<file path="src/hdl/luhn_card_brand_checker_defines.svh">
// ---------------------------------------------------------------------------
// Luhn card brand checker assertion macros
// Shared property wrappers for the checker's concurrent assertions.
// ---------------------------------------------------------------------------
`ifndef LUHN_CARD_BRAND_CHECKER_DEFINES_SVH
`define LUHN_CARD_BRAND_CHECKER_DEFINES_SVH

// Same-cycle implication, muted during reset.
`define LCBC_ASSERT_IMPLIES(label, clk, rst, ante, cons) \
   label: assert property (@(posedge clk) disable iff (rst) (ante) |-> (cons)) \
      else $error("lcbc same-cycle check failed");

// Next-cycle implication, muted during reset.
`define LCBC_ASSERT_NEXT(label, clk, rst, ante, cons) \
   label: assert property (@(posedge clk) disable iff (rst) (ante) |=> (cons)) \
      else $error("lcbc next-cycle check failed");

`endif

</file>
<file path="src/hdl/lcbc_pkg.sv">
// ---------------------------------------------------------------------------
// Luhn card brand checker package
// Widths, result codes and the result word shared by the checker modules.
// ---------------------------------------------------------------------------
package lcbc_pkg;

   localparam int unsigned NUM_W      = 63;            // card number width
   localparam int unsigned NUM_DIGITS = 19;            // decimal digits of 2^63-1
   localparam int unsigned BCD_W      = 4 * NUM_DIGITS;
   localparam int unsigned REQ_DATA_W = 64;
   localparam int unsigned RSP_DATA_W = 8;

   typedef enum logic [1:0] {
      CLASS_INVALID    = 2'd0,
      CLASS_VISA       = 2'd1,
      CLASS_AMEX       = 2'd2,
      CLASS_MASTERCARD = 2'd3
   } card_class_type;

   typedef struct packed {
      logic           luhn_ok;
      logic [4:0]     digit_count;
      card_class_type card_class;
   } result_type;

endpackage

</file>
<file path="src/hdl/lcbc_engine.sv">
// ---------------------------------------------------------------------------
// Luhn card brand checker engine
// Back part: bit-serial binary to BCD, digit scan for Luhn and brand.
// ---------------------------------------------------------------------------
`include "luhn_card_brand_checker_defines.svh"

module lcbc_engine (
   input  logic                        clock,
   input  logic                        reset,
   input  logic                        job_valid,
   output logic                        job_ready,
   input  logic [lcbc_pkg::NUM_W-1:0]  job_number,
   output logic                        res_valid,
   input  logic                        res_ready,
   output lcbc_pkg::result_type        res_word
);

   typedef enum logic [3:0] {
      ST_IDLE    = 4'b0001,
      ST_CONVERT = 4'b0010,
      ST_SCAN    = 4'b0100,
      ST_FINISH  = 4'b1000
   } state_type;

   localparam logic [5:0] LAST_BIT   = 6'(lcbc_pkg::NUM_W - 1);
   localparam logic [5:0] LAST_DIGIT = 6'(lcbc_pkg::NUM_DIGITS - 1);

   state_type                      state_ff, state_in;
   logic [5:0]                     step_ff, step_in;
   logic [lcbc_pkg::NUM_W-1:0]     shreg_ff, shreg_in;
   logic [lcbc_pkg::BCD_W-1:0]     bcd_ff, bcd_in;
   logic [lcbc_pkg::BCD_W-1:0]     bcd_adj;
   logic [3:0]                     total_ff, total_in;
   logic [4:0]                     count_ff, count_in;
   logic [3:0]                     lead_ff, lead_in;
   logic [3:0]                     second_ff, second_in;
   logic [3:0]                     prev_ff, prev_in;
   logic                           res_valid_ff, res_valid_in;
   lcbc_pkg::result_type           res_ff, res_in;
   logic [3:0]                     digit;
   logic [3:0]                     contrib;
   logic [4:0]                     sum;
   logic                           luhn_ok;
   lcbc_pkg::card_class_type       cls;

   assign job_ready = (state_ff == ST_IDLE);
   assign res_valid = res_valid_ff;
   assign res_word  = res_ff;

   // add-3 correction on every BCD digit before the shift
   always_comb begin
      for (int i = 0; i < lcbc_pkg::NUM_DIGITS; i++) begin
         bcd_adj[4*i +: 4] = (bcd_ff[4*i +: 4] >= 4'd5) ? bcd_ff[4*i +: 4] + 4'd3
                                                         : bcd_ff[4*i +: 4];
      end
   end

   // Luhn term of the digit under scan, total kept mod 10
   assign digit   = bcd_ff[3:0];
   assign contrib = !step_ff[0] ? digit :
                    (digit < 4'd5) ? {digit[2:0], 1'b0} : 4'({digit, 1'b0} - 5'd9);
   assign sum     = {1'b0, total_ff} + {1'b0, contrib};

   assign luhn_ok = (total_ff == 4'd0);

   always_comb begin
      cls = lcbc_pkg::CLASS_INVALID;
      if (luhn_ok) begin
         if ((count_ff == 5'd13 || count_ff == 5'd16) && lead_ff == 4'd4) begin
            cls = lcbc_pkg::CLASS_VISA;
         end else if (count_ff == 5'd15 && lead_ff == 4'd3 &&
                      (second_ff inside {4'd4, 4'd7})) begin
            cls = lcbc_pkg::CLASS_AMEX;
         end else if (count_ff == 5'd16 && lead_ff == 4'd5 &&
                      (second_ff inside {[4'd1:4'd5]})) begin
            cls = lcbc_pkg::CLASS_MASTERCARD;
         end
      end
   end

   always_comb begin
      state_in     = state_ff;
      step_in      = step_ff;
      shreg_in     = shreg_ff;
      bcd_in       = bcd_ff;
      total_in     = total_ff;
      count_in     = count_ff;
      lead_in      = lead_ff;
      second_in    = second_ff;
      prev_in      = prev_ff;
      res_in       = res_ff;
      res_valid_in = res_valid_ff;

      if (res_valid_ff && res_ready) begin
         res_valid_in = 1'b0;
      end

      case (state_ff)
         ST_IDLE: begin
            if (job_valid) begin
               shreg_in = job_number;
               bcd_in   = '0;
               step_in  = '0;
               state_in = ST_CONVERT;
            end
         end
         ST_CONVERT: begin
            bcd_in   = {bcd_adj[lcbc_pkg::BCD_W-2:0], shreg_ff[lcbc_pkg::NUM_W-1]};
            shreg_in = {shreg_ff[lcbc_pkg::NUM_W-2:0], 1'b0};
            step_in  = step_ff + 6'd1;
            if (step_ff == LAST_BIT) begin
               step_in   = '0;
               total_in  = '0;
               count_in  = '0;
               lead_in   = '0;
               second_in = '0;
               prev_in   = '0;
               state_in  = ST_SCAN;
            end
         end
         ST_SCAN: begin
            bcd_in   = {4'd0, bcd_ff[lcbc_pkg::BCD_W-1:4]};
            total_in = (sum >= 5'd10) ? 4'(sum - 5'd10) : sum[3:0];
            prev_in  = digit;
            if (digit != 4'd0) begin
               count_in  = 5'(step_ff + 6'd1);
               lead_in   = digit;
               second_in = prev_ff;
            end
            step_in = step_ff + 6'd1;
            if (step_ff == LAST_DIGIT) begin
               state_in = ST_FINISH;
            end
         end
         ST_FINISH: begin
            // hold until the result slot is free
            if (!res_valid_ff || res_ready) begin
               res_in.card_class  = cls;
               res_in.digit_count = count_ff;
               res_in.luhn_ok     = luhn_ok;
               res_valid_in       = 1'b1;
               state_in           = ST_IDLE;
            end
         end
         default: begin
            state_in = ST_IDLE;
         end
      endcase
   end

   always_ff @(posedge clock) begin
      if (reset) begin
         state_ff     <= ST_IDLE;
         step_ff      <= '0;
         res_valid_ff <= 1'b0;
      end else begin
         state_ff     <= state_in;
         step_ff      <= step_in;
         res_valid_ff <= res_valid_in;
      end
   end

   always_ff @(posedge clock) begin
      shreg_ff  <= shreg_in;
      bcd_ff    <= bcd_in;
      total_ff  <= total_in;
      count_ff  <= count_in;
      lead_ff   <= lead_in;
      second_ff <= second_in;
      prev_ff   <= prev_in;
      res_ff    <= res_in;
   end

   `LCBC_ASSERT_IMPLIES(a_brand_needs_luhn, clock, reset, res_valid_ff && res_ff.card_class != lcbc_pkg::CLASS_INVALID, res_ff.luhn_ok)
   `LCBC_ASSERT_IMPLIES(a_visa_length, clock, reset, res_valid_ff && res_ff.card_class == lcbc_pkg::CLASS_VISA, res_ff.digit_count == 5'd13 || res_ff.digit_count == 5'd16)
   `LCBC_ASSERT_IMPLIES(a_count_range, clock, reset, res_valid_ff, res_ff.digit_count <= 5'd19)
   `LCBC_ASSERT_NEXT(a_scan_follows_convert, clock, reset, state_ff == ST_CONVERT && step_ff == LAST_BIT, state_ff == ST_SCAN && step_ff == 6'd0)

endmodule

</file>
<file path="config.mk">
export PLATFORM = sky130hd
export DESIGN_NAME = lcbc_engine
export DESIGN_NICKNAME = d
export VERILOG_FILES = /design/src/hdl/lcbc_pkg.sv /design/src/hdl/lcbc_engine.sv
export VERILOG_INCLUDE_DIRS = /design/src /design/src/hdl
export SDC_FILE = /design/constraint.sdc
export NUM_CORES = 1
export LEC_CHECK = 0
export ABC_AREA = 1
export BUFFER_PORTS_ARGS = -buffer_cell sky130_fd_sc_hd__buf_4
export CAP_MARGIN = 20
export CORE_ASPECT_RATIO = 0.75
export CORE_MARGIN = 4
export CORE_UTILIZATION = 40
export DETAILED_ROUTE_END_ITERATION = 8
export PLACE_DENSITY = 0.56
export REMOVE_ABC_BUFFERS = 1
export SLEW_MARGIN = 5
export SYNTH_ARGS = -nofsm -noshare
export SYNTH_HDL_FRONTEND = slang
export SYNTH_SLANG_ARGS = --single-unit
</file>
<file path="constraint.sdc">
create_clock -name clock -period 8.28 [get_ports clock]
set_input_delay 1.656 -clock clock [delete_from_list [all_inputs] [get_ports clock]]
set_output_delay 1.656 -clock clock [all_outputs]
set_load 0.05 [all_outputs]
</file>
# After elaboration in Yosys (flattened, before gate mapping)

Index checks and enable logic that the tools add are counted.

Output and inout bits: 10
Word-level logic and storage cells: 153
Input bits: 67
Register bits: 179

Bitwise gates (word level): 1
Multiplexer cells: 50
Reductions and logical operators: 23
Add/sub/neg operators: 23
Order comparisons: 23
Eq/ne operators: 19

Operators by type and width:

| operator                                                                            | number |
|---|---|
| 76-bit case mux with 3 select lines                                                 | 1 |
| 63-bit case mux with 2 select lines                                                 | 1 |
| 4-bit two-way mux                                                                   | 28 |
| 4-bit by 3-bit greater-or-equal comparator with 1-bit output, second input constant | 19 |
| 76-bit two-way mux                                                                  | 1 |
| 4-bit by 2-bit adder with 4-bit output, second input constant                       | 18 |
| 63-bit two-way mux                                                                  | 1 |
| 4-bit case mux with 2 select lines                                                  | 4 |
| 4-bit by 3-bit == test with 1-bit output, second input constant                     | 5 |
| 6-bit case mux with 3 select lines                                                  | 1 |
| 4-bit case mux with 4 select lines                                                  | 1 |
| 6-bit two-way mux                                                                   | 2 |
| 5-bit by 4-bit == test with 1-bit output, second input constant                     | 2 |
| 5-bit two-way mux                                                                   | 2 |
| 2-bit inequality test, second input constant                                        | 5 |
| 5-bit case mux with 2 select lines                                                  | 1 |
| 4-bit by 2-bit == test with 1-bit output, second input constant                     | 2 |
| 2-bit AND reduction                                                                 | 4 |
| 4-bit subtractor, second input constant                                             | 2 |
| 1-bit logical AND                                                                   | 7 |
| 6-bit by 1-bit adder with 6-bit output, second input constant                       | 1 |
| 6-bit by 5-bit == test with 1-bit output, second input constant                     | 1 |
| 6-bit == test, second input constant                                                | 1 |
| 2-bit nonzero test                                                                  | 3 |
| 21 further kinds                                                                    | 26 |

# Longest topological paths before layout

Depth in word-level cells: 7
Gate-level depth with buffers: 19
Depth with buffers taken out: 19

# Worst setup path before layout

Ideal clock, no wire load.

Kind: input-to-reg
Start: input job_valid
End: register bcd_ff[0] (netlist bit), enable pin
Arrival time: 3.478 ns
Path buffers: 0
Required time: 7.850 ns
Stages on the path: 4
Setup time: 0.430 ns
Slack: 4.372 ns
Path through: inv_1 -> nand4_1 -> nand2_1 -> inv_1

Word-level cells in the longest chain between the ends: 2

Ends and longest elaborated chain:

| element                         | line               | RTL |
|---|---|---|
| from (decl)                     | lcbc_engine.sv:10  | `input logic job_valid,` |
| 2-bit inequality test (no line) | n/a                |  |
| 2-bit AND reduction (no line)   | n/a                |  |
| to (signal assigned)            | lcbc_engine.sv:165 | `bcd_ff <= bcd_in;` |
| to (decl)                       | lcbc_engine.sv:31  | `logic [lcbc_pkg::BCD_W-1:0] bcd_ff, bcd_in;` |

No other way between the ends.
A chain may end at the register's enable or synchronous reset.

# Worst setup path after layout

Start: register bcd_ff[0] (netlist bit)
End: register total_ff[2] (data pin)

Word-level cells in the longest chain between the ends: 7
Elaborated cells on any way between the ends: 9
Classes of those cells: add/sub (3); order compare (2); mux (4)

Ends and longest elaborated chain:

| element                                                                                                 | line               | RTL |
|---|---|---|
| 4-bit subtractor / 4-bit by 3-bit < comparator with 1-bit output (equally long branches)                | lcbc_engine.sv:61  | `(digit < 4'd5) ? {digit[2:0], 1'b0} : 4'({digit, 1'b0} - 5'd9);` |
| 4-bit two-way mux                                                                                       | lcbc_engine.sv:61  |  |
| 4-bit two-way mux *                                                                                     | lcbc_engine.sv:60  | `assign contrib = !step_ff[0] ? digit :` |
| 4-bit by 4-bit adder with 5-bit output *                                                                | lcbc_engine.sv:62  | `assign sum = {1'b0, total_ff} + {1'b0, contrib};` |
| 4-bit subtractor / 5-bit by 4-bit greater-or-equal comparator with 1-bit output (equally long branches) | lcbc_engine.sv:123 | `total_in = (sum >= 5'd10) ? 4'(sum - 5'd10) : sum[3:0];` |
| 4-bit two-way mux *                                                                                     | lcbc_engine.sv:123 |  |
| 4-bit case mux with 2 select lines *                                                                    | lcbc_engine.sv:98  | `case (state_ff)` |
| to (signal assigned)                                                                                    | lcbc_engine.sv:166 | `total_ff <= total_in;` |
| to (decl)                                                                                               | lcbc_engine.sv:33  | `logic [3:0] total_ff, total_in;` |

Mark *: on every way between the ends. The rest lies on a longest branch, timed or not.

==> metrics.csv <==
stage;metric;value;unit
sta;Setup TNS;0;ns
place;Detail Placement HPWL;12980;um
clocking;CTS Root Cell;clkbuf_16;
routing;vias per cell;4.974;
yosys;Synth area leaders;edfxtp_1 (53%), nand2_1 (10%), ha_1 (6.0%), o21ai_0 (5.8%), inv_1 (4.8%);
place;PortBufs;76;
setup_path;crit path DAT;3.47;ns
setup_path;CP max FO;6;
yosys;FF+latch count, synth;179;
power;Final Power;2.383;mW
clocking;clock transition at the registers of the reported paths;0.07;ns
clocking;Inserted Clock Buffers;17;
global_route;global route overflow;0;
yosys;simple-gate portion of the synthesized area;15.56;%
die;Die Width;185.3;um
setup_path;Worst R2R Setup Slack;5.01;ns
setup_path;Crit Path Category;reg2reg;
cells_and_area;layout cells sized above 1;11.01;%
power;switch share;27.26;%
sta;Final Cycle Share;39.53;%
setup_path;FF-to-FF End;total_ff[2];
sta;Hold Vio Cnt, Final;0;
power;PD cells;219.0;nW/um^2
cells_and_area;Synth-to-Final Area Change;15.39;%
die;I/O pins;77;
setup_path;cell mode on critical path;nand2_1;
die;core region area;23120;sq um
sta;RSZ-0062 raised after global routing;false;
power;Int Pwr;1.734;mW
clocking;quantity of hold-fixing buffers added after cts;0;
clocking;Setup Fix Bufs, Post-CTS;0;
sta;Max Clock Freq;0.3055;GHz
routing;vias;6959;
routing;drt wl/cell;14.27;um
setup_path;Buf/Inv on CP;4;
clocking;Max Root-Sink Buffers;2;
sta;min Tclk post-route;3.273;ns
yosys;total number of yosys warnings;0;
sta;minimum hold slack;0.4983;ns
routing;Total Wirelength;19960;um
setup_path;CP peak stage delay;0.46;ns
setup_path;worst reg2reg startpoint;bcd_ff[0];
global_route;vias in the first global route;6617;
power;Max VDD drop;0.1454;mV
cells_and_area;Diodes inserted;0;
setup_path;Critical Path Start Type;register;
cells_and_area;Final nets;1199;
sta;Slew @ Worst Pin;1.040;ns
power;Psw;0.6496;mW
routing;DR pass1 iterations;5;
routing;# DRC;0;
power;logic gate share of total power;14.8;%
yosys;Netlist cell types;35;
setup_path;Top delay family on crit path;adder cells;
place;GPL Wtd Cong;0.8137;
yosys;Synth Instances;1018;
sta;Clock Skews;0.007038;ns
setup_path;Required @ worst endpoint;8.47;ns
sta;max_slew headroom;30.70;%
setup_path;critical path's slowest cell;edfxtp_1;
clocking;TritonCTS clock tree;done;
yosys;Mapped Avg Cell Area;9.265;sq um
power;leakage;4.501;nW
yosys;XOR/XNOR Fraction of Synth Area;1.764;%
yosys;post-synthesis cell area;9432;sq um
clocking;Clock Latency Late Sink;0.44;ns
cells_and_area;FF+latch area;5265;sq um
routing;Final ANT Viol Nets;0;
yosys;top cell type by total area after synthesis;edfxtp_1;
min_path;Hold Path Class;reg2reg;
yosys;post-synthesis compound-gate area fraction;13.77;%
run_status;status;finished clean;
global_route;pin count of the biggest net entering global routing;104;
cells_and_area;Fillers;2194;
power;clock group share of total power;35.9;%
global_route;GRT Overall Usage;15.78;%
yosys;largest family of logic cells by synthesized area;simple AND/OR/NAND/NOR gates;
place;Placed Cells incl. Taps;1365;
routing;number of DRC markers in iteration 0;587;
clocking;# clock sinks;179;
setup_path;crit end category;register;
global_route;first-pass GRT wire length;33200;um
die;Die Span Y;141.0;um
yosys;Synth top area share;53.49;%
setup_path;Worst Setup SP;bcd_ff[0];
clocking;post-CTS resize count;0;
cells_and_area;post-route insts no fill;1399;
yosys;fraction of the mapped netlist area in adder cells;6.182;%
cells_and_area;multi-input logic area;3523;sq um
setup_path;Reg2Reg Depth;18;
sta;Final Max Slew Viols;0;
power;sequential share of power;49.3;%
setup_path;Worst path depth;18;
sta;count of endpoints failing setup in the final report;0;
flow_run;Max-cap violations;0;
die;Starting Density;40.79;%
clocking;htree depth;4;
die;die area;26130;sq um
setup_path;CP Cell Sequence;inv_1, ha_1, inv_1, nand2_1, nand2_1, xor2_1, nand2_1, o21ai_0, inv_1, fa_1, inv_1, nand2_1, and2_1, ha_1, nand2_1, nand3_1, a21oi_1, nor2_1;
setup_path;CP Capture Point;total_ff[2];
global_route;antenna violations before repair;0;
yosys;post-synthesis sequential area ratio;55.82;%
yosys;post-synthesis mux area share;0;%
die;Row Count;48;
## how the worst min path moves through the flow
stage / from / to / slack, ns / cells after the start
finish: step_ff[4] / step_ff[4] / 0.50 / 2
floorplan: step_ff[4] / step_ff[4] / 0.45 / 2
global placement: count_ff[2] / res_word[4] / 0.47 / 0
global route: count_ff[3] / res_word[5] / 0.52 / 0
detailed placement: count_ff[4] / res_word[6] / 0.49 / 0
CTS: step_ff[4] / step_ff[4] / 0.50 / 2
## registers in the layout (all words and copies together) (netlist names)
register and flops:
total_ff 4, shreg_ff 63, count_ff 5, prev_ff 4
bcd_ff 76, lead_ff 4, step_ff 6, res_word 8
second_ff 4, state_ff 4, res_valid 1
## routing by layer
layer	routed length, um	vias to the layer above	global-route usage, %
li1	-	3591	-
met4	143	0	3.707
met5	0	-	0
met3	1099	13	4.153
met1	10790	3191	25.39
met2	7928	164	20.94
## cells by family after synthesis
logic type,count (synthesis)
AO/OA/AOI/OAI,249
XOR/XNOR,19
adder cells (fa/ha/maj),46
buffers and inverters,156
flip-flops,179
AND/OR/NAND/NOR,369
## synthesized netlist by cell type, drive strengths merged
master  count
nand2     261
edfxtp    168
o21ai     141
inv       122
a21oi      72
nor2       72
ha         45
buf        30
o22ai      30
nand3      23
xor2       18
dfxtp      11
clkbuf      4
nand4       4
nand3b      3
o211ai      3
nor3        2
nor4        2
a211oi      1
a21boi      1
and2        1
fa          1
o21a        1
or2         1
xnor2       1
## metrics by stage
step | area [sq um] | setup slack [ns] | utilization [%]
2_1_floorplan | 9239 | 4.362 | -
3_3_place_gp | 10230 | 4.862 | 44.25
3_5_place_dp | 10230 | 4.850 | 44.25
4_1_cts | 10850 | 5.036 | 46.92
5_1_grt | 10880 | 4.740 | 47.07
6_report | 10880 | 5.007 | 47.07
## layout by cell type (no fill, tap or decap), types with 2 or more instances in the layout
cell	count
a21oi_1	72
buf_4	82
bufinv_16	4
clkbuf_1	2
clkbuf_16	17
clkinv_2	3
clkinv_4	2
clkinvlp_4	2
dfxtp_1	11
edfxtp_1	168
ha_1	45
inv_1	120
inv_6	2
nand2_1	259
nand3_1	22
nand3b_1	3
nand4_1	4
nor2_1	69
nor2_2	2
nor3_1	2
nor4_1	2
o211ai_1	3
o21ai_0	109
o21ai_1	32
o22ai_1	30
xor2_1	18
## power groups by stage
| stage | combinational, mW | sequential (mW) | clock [mW] |
|---|---|---|---|
| after CTS | 0.353 | 1.17 | 0.879 |
| after global routing | 0.409 | 1.19 | 0.920 |
| after floorplan | 0.248 | 1.18 | 0 |
| final | 0.352 | 1.17 | 0.857 |
| after detailed placement | 0.351 | 1.19 | 0 |
| after global placement | 0.347 | 1.19 | 0 |
## worst reg2reg max path: stages, from the launching register on
cell	delay [ns]
edfxtp_1	0.46
inv_1	0.11
ha_1	0.22
inv_1	0.07
nand2_1	0.08
nand2_1	0.16
xor2_1	0.21
nand2_1	0.06
o21ai_0	0.15
inv_1	0.11
fa_1	0.44
inv_1	0.08
nand2_1	0.07
and2_1	0.16
ha_1	0.23
nand2_1	0.08
nand3_1	0.12
a21oi_1	0.17
nor2_1	0.06
## final cells by class
type,count,area share [%]
clock buffers,19,3.978
clock inverters,13,1.690
inverters,122,4.219
multi-input cells,683,32.38
flip-flops and latches,179,48.38
well taps,300,3.449
repair buffers,83,5.909
(Power assumes the default switching activity.)
